**config.mk**
```make
export PLATFORM = sky130hd
export DESIGN_NAME = signed_divide_remainder_64_top
export DESIGN_NICKNAME = d
export VERILOG_FILES = /design/src/rtl/sdr_pkg.sv /design/src/rtl/sdr_cell.sv /design/src/rtl/signed_divide_remainder_64_top.sv
export VERILOG_INCLUDE_DIRS = /design/src /design/src/rtl
export SDC_FILE = /design/constraint.sdc
export NUM_CORES = 1
export LEC_CHECK = 0
export BUFFER_PORTS_ARGS = -buffer_cell sky130_fd_sc_hd__buf_2
export CELL_PAD_IN_SITES_DETAIL_PLACEMENT = 2
export CELL_PAD_IN_SITES_GLOBAL_PLACEMENT = 2
export CORE_MARGIN = 2
export CORE_UTILIZATION = 39
export DETAILED_ROUTE_END_ITERATION = 12
export GPL_TIMING_DRIVEN = 1
export PLACE_DENSITY_LB_ADDON = 0.1
export REMOVE_ABC_BUFFERS = 1
export SETUP_SLACK_MARGIN = 0.15
export SKIP_LAST_GASP = 1
export SYNTH_ARGS = -nofsm -noshare
export SYNTH_HDL_FRONTEND = slang
export SYNTH_HIERARCHICAL = 1
export SYNTH_SLANG_ARGS = --single-unit
```
**constraint.sdc**
```tcl
create_clock -name clk -period 11.25 [get_ports clk]
set_clock_uncertainty 0.05 [all_clocks]
set_input_delay 0 -clock clk [delete_from_list [all_inputs] [get_ports clk]]
set_output_delay 0 -clock clk [all_outputs]
set_load 0.1 [all_outputs]
```
**src/rtl/signed_divide_remainder_64_top_assert.svh**
```systemverilog
// Assertion macros for the signed 64-bit divider.
// Included by the top level; expands to nothing when SYNTHESIS is defined.
`ifndef SIGNED_DIVIDE_REMAINDER_64_TOP_ASSERT_SVH
`define SIGNED_DIVIDE_REMAINDER_64_TOP_ASSERT_SVH
`ifndef SYNTHESIS
// same-cycle implication
`define SDR_ASSERT_IMPL(label, clk, rst_n, ante, cons) \
	label: assert property (@(posedge clk) disable iff (!(rst_n)) (ante) |-> (cons)) \
		else $error("divider assertion failed");
// next-cycle implication
`define SDR_ASSERT_NEXT(label, clk, rst_n, ante, cons) \
	label: assert property (@(posedge clk) disable iff (!(rst_n)) (ante) |=> (cons)) \
		else $error("divider assertion failed");
`else
`define SDR_ASSERT_IMPL(label, clk, rst_n, ante, cons)
`define SDR_ASSERT_NEXT(label, clk, rst_n, ante, cons)
`endif
`endif

```
**src/rtl/sdr_pkg.sv**
```systemverilog
// Shared types and constants of the signed 64-bit divider.
// No dependencies; used by sdr_cell and signed_divide_remainder_64_top.
package sdr_pkg;

	localparam int WORD_BITS      = 64;
	localparam int DIGIT_BITS_DEF = 16;
	localparam int CNT_BITS       = $clog2(WORD_BITS);
	localparam logic [WORD_BITS-1:0] SIGN_BIT = {1'b1, {(WORD_BITS-1){1'b0}}};

	typedef struct packed {
		logic signed [WORD_BITS-1:0] dividend;
		logic signed [WORD_BITS-1:0] divisor;
	} in_t;

	typedef struct packed {
		logic signed [WORD_BITS-1:0] quotient;
		logic signed [WORD_BITS-1:0] remainder;
		logic                        divide_by_zero;
	} out_t;

	typedef struct packed {
		logic load;
		logic step;
		logic qbit;
	} cell_ctl_t;

	typedef enum logic [1:0] {
		S_IDLE,
		S_RUN,
		S_FIN
	} state_t;

	function automatic logic [WORD_BITS-1:0] magnitude(input logic [WORD_BITS-1:0] x);
		return x[WORD_BITS-1] ? (~x + WORD_BITS'(1)) : x;
	endfunction

	function automatic logic [WORD_BITS-1:0] negate_if(input logic [WORD_BITS-1:0] x,
	                                                   input logic neg);
		return neg ? (~x + WORD_BITS'(1)) : x;
	endfunction

endpackage

```
**src/rtl/sdr_cell.sv**
```systemverilog
// One digit slice of the restoring divider: partial remainder, dividend/quotient
// shift bits and divisor digit. Depends on sdr_pkg for the control struct.
module sdr_cell #(
	parameter int DIGIT_BITS = sdr_pkg::DIGIT_BITS_DEF
) (
	input  logic                  clk,
	input  sdr_pkg::cell_ctl_t    ctl,
	input  logic [DIGIT_BITS-1:0] den_load,
	input  logic [DIGIT_BITS-1:0] num_load,
	input  logic                  rem_in,
	input  logic                  num_in,
	input  logic                  borrow_in,
	output logic                  rem_msb,
	output logic                  num_msb,
	output logic                  borrow_out,
	output logic [DIGIT_BITS-1:0] rem,
	output logic [DIGIT_BITS-1:0] num
);

	logic [DIGIT_BITS-1:0] rem_q;
	logic [DIGIT_BITS-1:0] num_q;
	logic [DIGIT_BITS-1:0] den_q;
	logic [DIGIT_BITS-1:0] shifted;
	logic [DIGIT_BITS:0]   sub;

	assign shifted = {rem_q[DIGIT_BITS-2:0], rem_in};
	// top bit of the widened difference is the borrow to the next cell
	assign sub = {1'b0, shifted} - {1'b0, den_q} - (DIGIT_BITS+1)'(borrow_in);

	assign borrow_out = sub[DIGIT_BITS];
	assign rem_msb    = rem_q[DIGIT_BITS-1];
	assign num_msb    = num_q[DIGIT_BITS-1];
	assign rem        = rem_q;
	assign num        = num_q;

	always_ff @(posedge clk) begin
		if (ctl.load) begin
			rem_q <= '0;
			num_q <= num_load;
			den_q <= den_load;
		end else if (ctl.step) begin
			// keep the difference only when the whole subtract did not go negative
			rem_q <= ctl.qbit ? sub[DIGIT_BITS-1:0] : shifted;
			num_q <= {num_q[DIGIT_BITS-2:0], num_in};
		end
	end

endmodule

```
**src/rtl/signed_divide_remainder_64_top.sv**
```systemverilog
// Signed 64-bit divide with remainder, one quotient bit per cycle.
// The start beat is taken in S_IDLE; S_RUN runs 64 shift-subtract steps through the
// cell row, S_FIN fixes the signs, done strobes as S_FIN is left. Busy drops with
// the strobe; no beat is taken before it. The ripple borrow sets the clock period.
// arst_n clears the sequencer and the strobe; the receiver cannot stall.
`include "signed_divide_remainder_64_top_assert.svh"
module signed_divide_remainder_64_top #(
	parameter int DIGIT_BITS = sdr_pkg::DIGIT_BITS_DEF
) (
	input  logic          clk,
	input  logic          arst_n,
	input  logic          start,
	input  sdr_pkg::in_t  operands,
	output logic          busy,
	output logic          done,
	output sdr_pkg::out_t result
);

	localparam int WB    = sdr_pkg::WORD_BITS;
	localparam int CELLS = (WB + DIGIT_BITS - 1) / DIGIT_BITS;
	localparam int W     = CELLS * DIGIT_BITS;
	localparam logic [sdr_pkg::CNT_BITS-1:0] LAST = sdr_pkg::CNT_BITS'(WB - 1);

	sdr_pkg::state_t    state_q, state_d;
	sdr_pkg::cell_ctl_t ctl;
	logic [sdr_pkg::CNT_BITS-1:0] cnt_q;

	logic          neg_quo_q;
	logic          neg_rem_q;
	logic          dz_q;
	logic [WB-1:0] dividend_q;
	sdr_pkg::out_t result_q;
	logic          done_q;

	logic [W-1:0]     den_wide;
	logic [W-1:0]     num_wide;
	logic [W-1:0]     rem_all;
	logic [W-1:0]     num_all;
	logic [CELLS:0]   borrow;
	logic [CELLS-1:0] rem_msb;
	logic [CELLS-1:0] num_msb;
	logic             accept;

	assign accept   = start && !busy;
	assign den_wide = W'(sdr_pkg::magnitude(operands.divisor));
	// dividend sits at the top of the row so its msb leaves first
	assign num_wide = W'(sdr_pkg::magnitude(operands.dividend)) << (W - WB);
	assign borrow[0] = 1'b0;

	for (genvar i = 0; i < CELLS; i++) begin : g_row
		logic rem_in_w;
		logic num_in_w;
		if (i == 0) begin : g_first
			assign rem_in_w = num_msb[CELLS-1];
			assign num_in_w = ctl.qbit;
		end else begin : g_next
			assign rem_in_w = rem_msb[i-1];
			assign num_in_w = num_msb[i-1];
		end
		sdr_cell #(
			.DIGIT_BITS(DIGIT_BITS)
		) u_cell (
			.clk       (clk),
			.ctl       (ctl),
			.den_load  (den_wide[i*DIGIT_BITS +: DIGIT_BITS]),
			.num_load  (num_wide[i*DIGIT_BITS +: DIGIT_BITS]),
			.rem_in    (rem_in_w),
			.num_in    (num_in_w),
			.borrow_in (borrow[i]),
			.rem_msb   (rem_msb[i]),
			.num_msb   (num_msb[i]),
			.borrow_out(borrow[i+1]),
			.rem       (rem_all[i*DIGIT_BITS +: DIGIT_BITS]),
			.num       (num_all[i*DIGIT_BITS +: DIGIT_BITS])
		);
	end

	always_comb begin
		state_d = state_q;
		unique case (state_q)
			sdr_pkg::S_IDLE: begin
				if (start) state_d = sdr_pkg::S_RUN;
			end
			sdr_pkg::S_RUN: begin
				if (cnt_q == LAST) state_d = sdr_pkg::S_FIN;
			end
			sdr_pkg::S_FIN: begin
				state_d = sdr_pkg::S_IDLE;
			end
			default: begin
				state_d = sdr_pkg::S_IDLE;
			end
		endcase
	end

	always_comb begin
		busy     = 1'b1;
		ctl.load = 1'b0;
		ctl.step = 1'b0;
		ctl.qbit = !borrow[CELLS];
		unique case (state_q)
			sdr_pkg::S_IDLE: begin
				busy     = 1'b0;
				ctl.load = start;
			end
			sdr_pkg::S_RUN: begin
				ctl.step = 1'b1;
			end
			sdr_pkg::S_FIN: begin
				busy = 1'b1;
			end
			default: begin
				busy = 1'b1;
			end
		endcase
	end

	always_ff @(posedge clk or negedge arst_n) begin
		if (!arst_n) begin
			state_q <= sdr_pkg::S_IDLE;
			cnt_q   <= '0;
			done_q  <= 1'b0;
		end else begin
			state_q <= state_d;
			done_q  <= (state_q == sdr_pkg::S_FIN);
			if (accept) cnt_q <= '0;
			else if (state_q == sdr_pkg::S_RUN) cnt_q <= cnt_q + 1'b1;
		end
	end

	always_ff @(posedge clk) begin
		if (accept) begin
			neg_quo_q  <= operands.dividend[WB-1] ^ operands.divisor[WB-1];
			neg_rem_q  <= operands.dividend[WB-1];
			dz_q       <= (operands.divisor == '0);
			dividend_q <= operands.dividend;
		end
		if (state_q == sdr_pkg::S_FIN) begin
			// zero divisor overrides whatever the row produced
			if (dz_q) begin
				result_q.quotient  <= '0;
				result_q.remainder <= dividend_q;
			end else begin
				result_q.quotient  <= sdr_pkg::negate_if(num_all[WB-1:0], neg_quo_q);
				result_q.remainder <= sdr_pkg::negate_if(rem_all[WB-1:0], neg_rem_q);
			end
			result_q.divide_by_zero <= dz_q;
		end
	end

	assign done   = done_q;
	assign result = result_q;

	`SDR_ASSERT_NEXT(a_accept_runs, clk, arst_n, start && !busy, state_q == sdr_pkg::S_RUN)
	`SDR_ASSERT_IMPL(a_done_after_fin, clk, arst_n, done_q, $past(state_q == sdr_pkg::S_FIN))
	`SDR_ASSERT_NEXT(a_run_length, clk, arst_n, (state_q == sdr_pkg::S_RUN) && (cnt_q != LAST), state_q == sdr_pkg::S_RUN)
	`SDR_ASSERT_IMPL(a_dz_zero_quo, clk, arst_n, done_q && result_q.divide_by_zero, result_q.quotient == '0)

endmodule
```
==> results of run 1 <==
-- stage by stage --
step / setup slack [ps] / utilization / hold WS [ps] / std cells / power, µW
after floorplan: 741 / - / -346 / 2321 / 4650
after global placement: 1110 / 0.425 / -180 / 3445 / 5540
after detailed placement: 695 / 0.425 / -173 / 3445 / 5740
after CTS: 683 / 0.477 / 95.0 / 3698 / 7450
after global routing: 110 / 0.477 / 135 / 3700 / 7970
final: 855 / 0.477 / 123 / 3700 / 7420
-- what timing repair did --
item / in CTS / in global routing
resized for setup: 0 / 3
endpoints found under the setup margin: 0 / 15
endpoints found under the hold margin: 203 / 0
hold buffers: 167 / 0
setup buffers: 0 / 1
-- power by group --
part | total, µW | internal [µW] | leakage (µW) | switching, µW
combinational | 3500 | 1440 | 0.00698 | 2060
clock | 1590 | 944 | 0.000779 | 649
sequential | 2320 | 1930 | 0.00367 | 390
-- layout by cell type (no fill, tap or decap), types with 47 or more instances in the layout --
| cell type | synthesis | layout |
|---|---|---|
| inv_1 | 211 | 207 |
| dfxtp_1 | 64 | 64 |
| mux2_2 | 82 | 82 |
| ha_1 | 125 | 125 |
| nand2_1 | 199 | 199 |
| or3_1 | 51 | 50 |
| xor2_1 | 111 | 111 |
| nor2_1 | 139 | 139 |
| o31ai_1 | 65 | 65 |
| buf_2 | 2 | 261 |
| xnor2_1 | 170 | 170 |
| dlygate4sd3_1 | 0 | 167 |
| edfxtp_1 | 323 | 323 |
| a21oi_1 | 88 | 88 |
| clkbuf_16 | 0 | 47 |
| o41ai_1 | 56 | 56 |
| o21ai_0 | 204 | 204 |
-- registers in the layout, summed over array words and instances, names as in the netlist --
signal              count
result                129
g_row.u_cell/den_q     64
g_row.u_cell/num       64
g_row.u_cell/rem       64
dividend_q             63
cnt_q                   6
state_q                 2
done                    1
dz_q                    1
neg_quo_q               1
neg_rem_q               1
-- worst max-delay path, delay by kind of cell, from the launching register on --
family	cells	cell delay (ps)
simple gates	12	2860
xor+xnor	1	160
buf+inv	10	1060
fa+ha+maj	8	2560
flops	1	440
compound gates	13	3170
-- layer usage --
| layer | part of all wire | wire [µm] | GRT usage |
|---|---|---|---|
| met5 | 0.00015 | 13 | 0 |
| met4 | 0.026 | 2290 | 0.0759 |
| met1 | 0.41 | 35900 | 0.315 |
| met3 | 0.035 | 3060 | 0.0349 |
| met2 | 0.52 | 45500 | 0.485 |
-- cells by family after synthesis --
group | Yosys count | synth area share
simple gates | 631 | 0.130
flops | 396 | 0.454
compound gates | 575 | 0.153
xor+xnor | 281 | 0.0996
mux | 91 | 0.0410
fa+ha+maj | 133 | 0.0698
other cells | 1 | 0.000152
buf+inv | 326 | 0.0523
-- worst max path at each step --
stage                                        startpoint                                    to  slack, ps
floorplan           g_row[0].u_cell/rem[4]$_SDFFE_PP0P_  g_row[3].u_cell/rem[11]$_SDFFE_PP0P_        740
global placement    g_row[0].u_cell/rem[4]$_SDFFE_PP0P_  g_row[3].u_cell/rem[11]$_SDFFE_PP0P_       1110
detailed placement  g_row[0].u_cell/rem[4]$_SDFFE_PP0P_  g_row[0].u_cell/rem[14]$_SDFFE_PP0P_        690
CTS                 g_row[0].u_cell/rem[4]$_SDFFE_PP0P_  g_row[0].u_cell/rem[14]$_SDFFE_PP0P_        680
global route        g_row[0].u_cell/rem[4]$_SDFFE_PP0P_  g_row[3].u_cell/rem[11]$_SDFFE_PP0P_        110
finish              g_row[0].u_cell/rem[4]$_SDFFE_PP0P_  g_row[3].u_cell/rem[11]$_SDFFE_PP0P_        850
-- final cells by class --
cell class | count | area share
Multi-Input combinational cell | 1712 | 0.407
Antenna cell | 1 | 0.0000834
Tap cell | 846 | 0.0353
Clock inverter | 25 | 0.00976
Inverter | 213 | 0.0272
Timing Repair Buffer | 446 | 0.104
Clock buffer | 61 | 0.0429
Sequential cell | 396 | 0.373
==> flow_summary.toml, run 1 <==
[status]
status = "completed"

[route]
finalWirelength_mm = 86.8
wl_per_cell_um = 23.5
drtIter0Drc = 1135
firstDrtPassIters = 4
drtAntennaViolNets = 0
avgViaCountPerCell = 5.61
drc = 0
vias = 20700

[final_layout]
regArea_um2 = 11200
syn_to_final_growth_pct = 21.5
fin_nets = 3080
drive_gt1_frac = 0.175
final_area_um2 = 30000
multiInputGateArea_um2 = 12200
num-fill-cells = 6611

[cts]
htreeDepth = 2
cts_tree = "done"
cts.sinks = 396
cts_root_buffer = "clkbuf_16"
ctsLongestPathBuffers = 3
clk_pin_slew_ps = 60
clock_latency_ps = 600
cts_buffers = 47

[global_routing]
antenna_found_initial = 6
grt_pass1_vias = 22900
gr-total-overflow = 0
grtUsageTotal = 0.262
grt_pass1_wl_mm = 135
grt_max_degree = 141

[synthesis]
yosysTopAreaCell = "edfxtp_1"
synth_area_leaders = "edfxtp_1 (39%), ha_1 (6.3%), xnor2_1 (6.0%)"
syn_area_per_cell_um2 = 10.1
async_flop_share = 0.0227
synthFlopType = "edfxtp_1"
seq_area_frac_synth = 0.454
post-synth-top-area-fraction = 0.393
synth_area_um2 = 24700
synth-seq-cells = 396
ys_types = 74
synth-edff-count = 323
yosys_warnings = 6
postSynthCellCount = 2434
synth_commonest_cells = "edfxtp_1 (323), inv_1 (211), o21ai_0 (204)"
synth_most_common_cell = "edfxtp_1"

[worst_setup_path]
start_kind = "flop"
r2r-end = "g_row[3].u_cell/rem[11]$_SDFFE_PP0P_"
worst_path_largest_cell_delay_ps = 480
crit_slowest_cell = "or4_1"
r2r_setup_slack_ps = 850
endpoint_kind = "flop"
crit_required_ps = 11720
crit_arrival_ps = 10870
crit_path_frequent_cell = "inv_1"
r2r.worst_path.cells = 44
cp_max_fo = 19
r2r-start = "g_row[0].u_cell/rem[4]$_SDFFE_PP0P_"
worstSetupPathType = "flop to flop"

[hold_path]
min_to = "dividend_q[1]$_DFFE_PP_"
hold_start = "operands[65]"
hold_depth = 2
hp-class = "input pin to flop"

[sta]
setup-violations-final = 0
slew_viol_final = 0
fin_crit_sh = 0.924
min_period_ps = 10400
hold_viol_final = 0
finalSetupTns_ps = 0
slew_headroom = 0.194
max_freq_mhz = 96.2
tightest_slew_ps = 1210
rsz0062_at_grt = "yes"

[floorplanning]
core_area_um2 = 62900
dieWidth_um = 256
die_area_um2 = 65400
rows = 92
ios = 262
initial_utilization = 0.393
die_h_um = 256

[placement]
place.gp.congestion = 0.882
dp_hpwl_mm = 61.8
dpl-instance-area_um2 = 26700
portBuffers = 261

[power]
power_density_nw_per_um2 = 247
power_leakage_uw = 0.0114
vdd_drop_max_v = 0.000129

[run]
drv_cap = 0
No activity file was read; power rests on OpenSTA's default activity.
==> run 2, diff against run 1 <==
Settings changed: CORE_UTILIZATION 39 to 35.
Clock period 11.25 ns to 8.9 ns, I/O delays scaled along.
==> flow_summary.toml, run 2 (synthesized netlist as in run 1, its figures left out) <==
[route]
finalWirelength_mm = 90.3
drc = 0
drtAntennaViolNets = 0
vias = 21100
avgViaCountPerCell = 5.38
wl_per_cell_um = 23.0
drtIter0Drc = 1112
firstDrtPassIters = 5

[cts]
htreeDepth = 2
cts_buffers = 48
clk_pin_slew_ps = 60
cts.sinks = 396
ctsLongestPathBuffers = 3
clock_latency_ps = 610
cts_root_buffer = "clkbuf_16"
cts_tree = "done"

[final_layout]
drive_gt1_frac = 0.254
final_common_cell = "edfxtp_1"
final_area_um2 = 32100
final_cell_mix = "edfxtp_1 (323), buf_2 (261), inv_1 (197)"
antenna_cells = 0
largest_reg_flops = 129
instances_no_fill = 3921
syn_to_final_growth_pct = 29.7
fin_nets = 3205

[power]
p_sw_uw = 4590
power_leakage_uw = 0.0123
power_density_nw_per_um2 = 348
pwr-share-clk = 0.182
seq_power_share = 0.260
combPwrFrac = 0.558
internal_power_uw = 6570
vdd_drop_max_v = 0.000178
p_sw_frac = 0.411

[global_routing]
grt_pass1_vias = 23200
antenna_found_initial = 6
grtUsageTotal = 0.239
grt_pass1_wl_mm = 137
grt_max_degree = 158
gr-total-overflow = 0

[status]
status = "finished with violations"
violations = "negative setup slack"

[worst_setup_path]
crit_required_ps = 9390
crit_arrival_ps = 9630
r2r.worst_path.cells = 46
start_kind = "flop"
crit_path_frequent_cell = "inv_2"
worst_path_largest_cell_delay_ps = 510
endpoint_kind = "flop"
crit_slowest_cell = "or4_1"
cp_max_fo = 5
worstSetupPathType = "flop to flop"

[floorplanning]
ios = 262
initial_utilization = 0.353
dieWidth_um = 270
die_area_um2 = 72700
rows = 97
die_h_um = 270
core_area_um2 = 69900

[placement]
dpl-instance-area_um2 = 27400
placed_cells = 3616
dp_hpwl_mm = 63.8
portBuffers = 261
place.gp.congestion = 0.847

[sta]
rsz0062_at_grt = "yes"
slew_headroom = 0.141
slew_viol_final = 0
setup_slack_ps = -242
hold_viol_final = 0
max_freq_mhz = 109
tightest_slew_ps = 1270
fin_crit_sh = 1.03
min_period_ps = 9140
finalSetupTns_ps = -4670
setup-violations-final = 52

[run]
drv_cap = 0

[hold_path]
hp-class = "input pin to flop"
hold_depth = 2
run 2: what timing repair did:
item,4_1_cts,5_1_grt
hold endpoints to repair,203,0
setup buffers,25,19
gates cloned,0,6
hold buffers,165,0
setup endpoints to repair,65,65
resized for setup,50,185
pin swaps,20,53
run 2: layout make-up:
class                           instances  area (µm²)
Clock inverter                         14         185
Tap cell                              940        1180
Multi-Input combinational cell       1712       12900
Clock buffer                           76        1410
Timing Repair Buffer                  570        4330
Fill cell                            7344       37900
Sequential cell                       396       11200
Inverter                              213         835
run 2: power groups by stage:
stage                     Clock [µW]  Combinational, µW  Sequential [µW]
final                           2030               6230             2900
after floorplan                    0               3090             2780
after CTS                       2070               5150             2900
after global placement             0               4520             2910
after global routing            2130               6810             2960
after detailed placement           0               4730             2930
run 2: critical path, delay by kind of cell, from the launching register on:
family          cells  cell delay (ps)
compound gates     14             2750
xor+xnor            1              190
fa+ha+maj           8             2240
buf+inv            12              960
flops               1              340
simple gates       11             2490
run 2: metal layers:
metal	GRT usage	vias to the layer above	part of all wire
li1	-	9892	-
met1	0.286	10700	0.42
met2	0.447	337	0.53
met3	0.0297	126	0.031
met4	0.0655	6	0.026
met5	0	-	0.00050
run 2: final timing paths:
| path | from | endpoint | slack [ps] |
|---|---|---|---|
| worst max-delay path | g_row[0].u_cell/rem[3]$_SDFFE_PP0P_ | g_row[3].u_cell/rem[11]$_SDFFE_PP0P_ | -240 |
| worst min register to register | dividend_q[29]$_DFFE_PP_ | result[30]$_DFFE_PP_ | 480 |
| worst max register to register | g_row[0].u_cell/rem[3]$_SDFFE_PP0P_ | g_row[3].u_cell/rem[11]$_SDFFE_PP0P_ | -240 |
| min in group asynchronous | arst_n | state_q[1]$_DFFE_PN0P_ | 360 |
| worst min-delay path | operands[65] | dividend_q[1]$_DFFE_PP_ | 110 |
| max in group asynchronous | arst_n | cnt_q[4]$_DFFE_PN0P_ | 8110 |
run 2: stage by stage:
stage          worst slack (ps)   util  hold slack [ps]  total power [µW]
6_report                   -242  0.458              109             11200
3_5_place_dp               -671  0.393             -167              7660
2_1_floorplan             -1610      -             -346              5880
3_3_place_gp               -405  0.393             -183              7430
5_1_grt                    -678  0.458             99.1             11900
4_1_cts                    4.84  0.444             86.2             10100
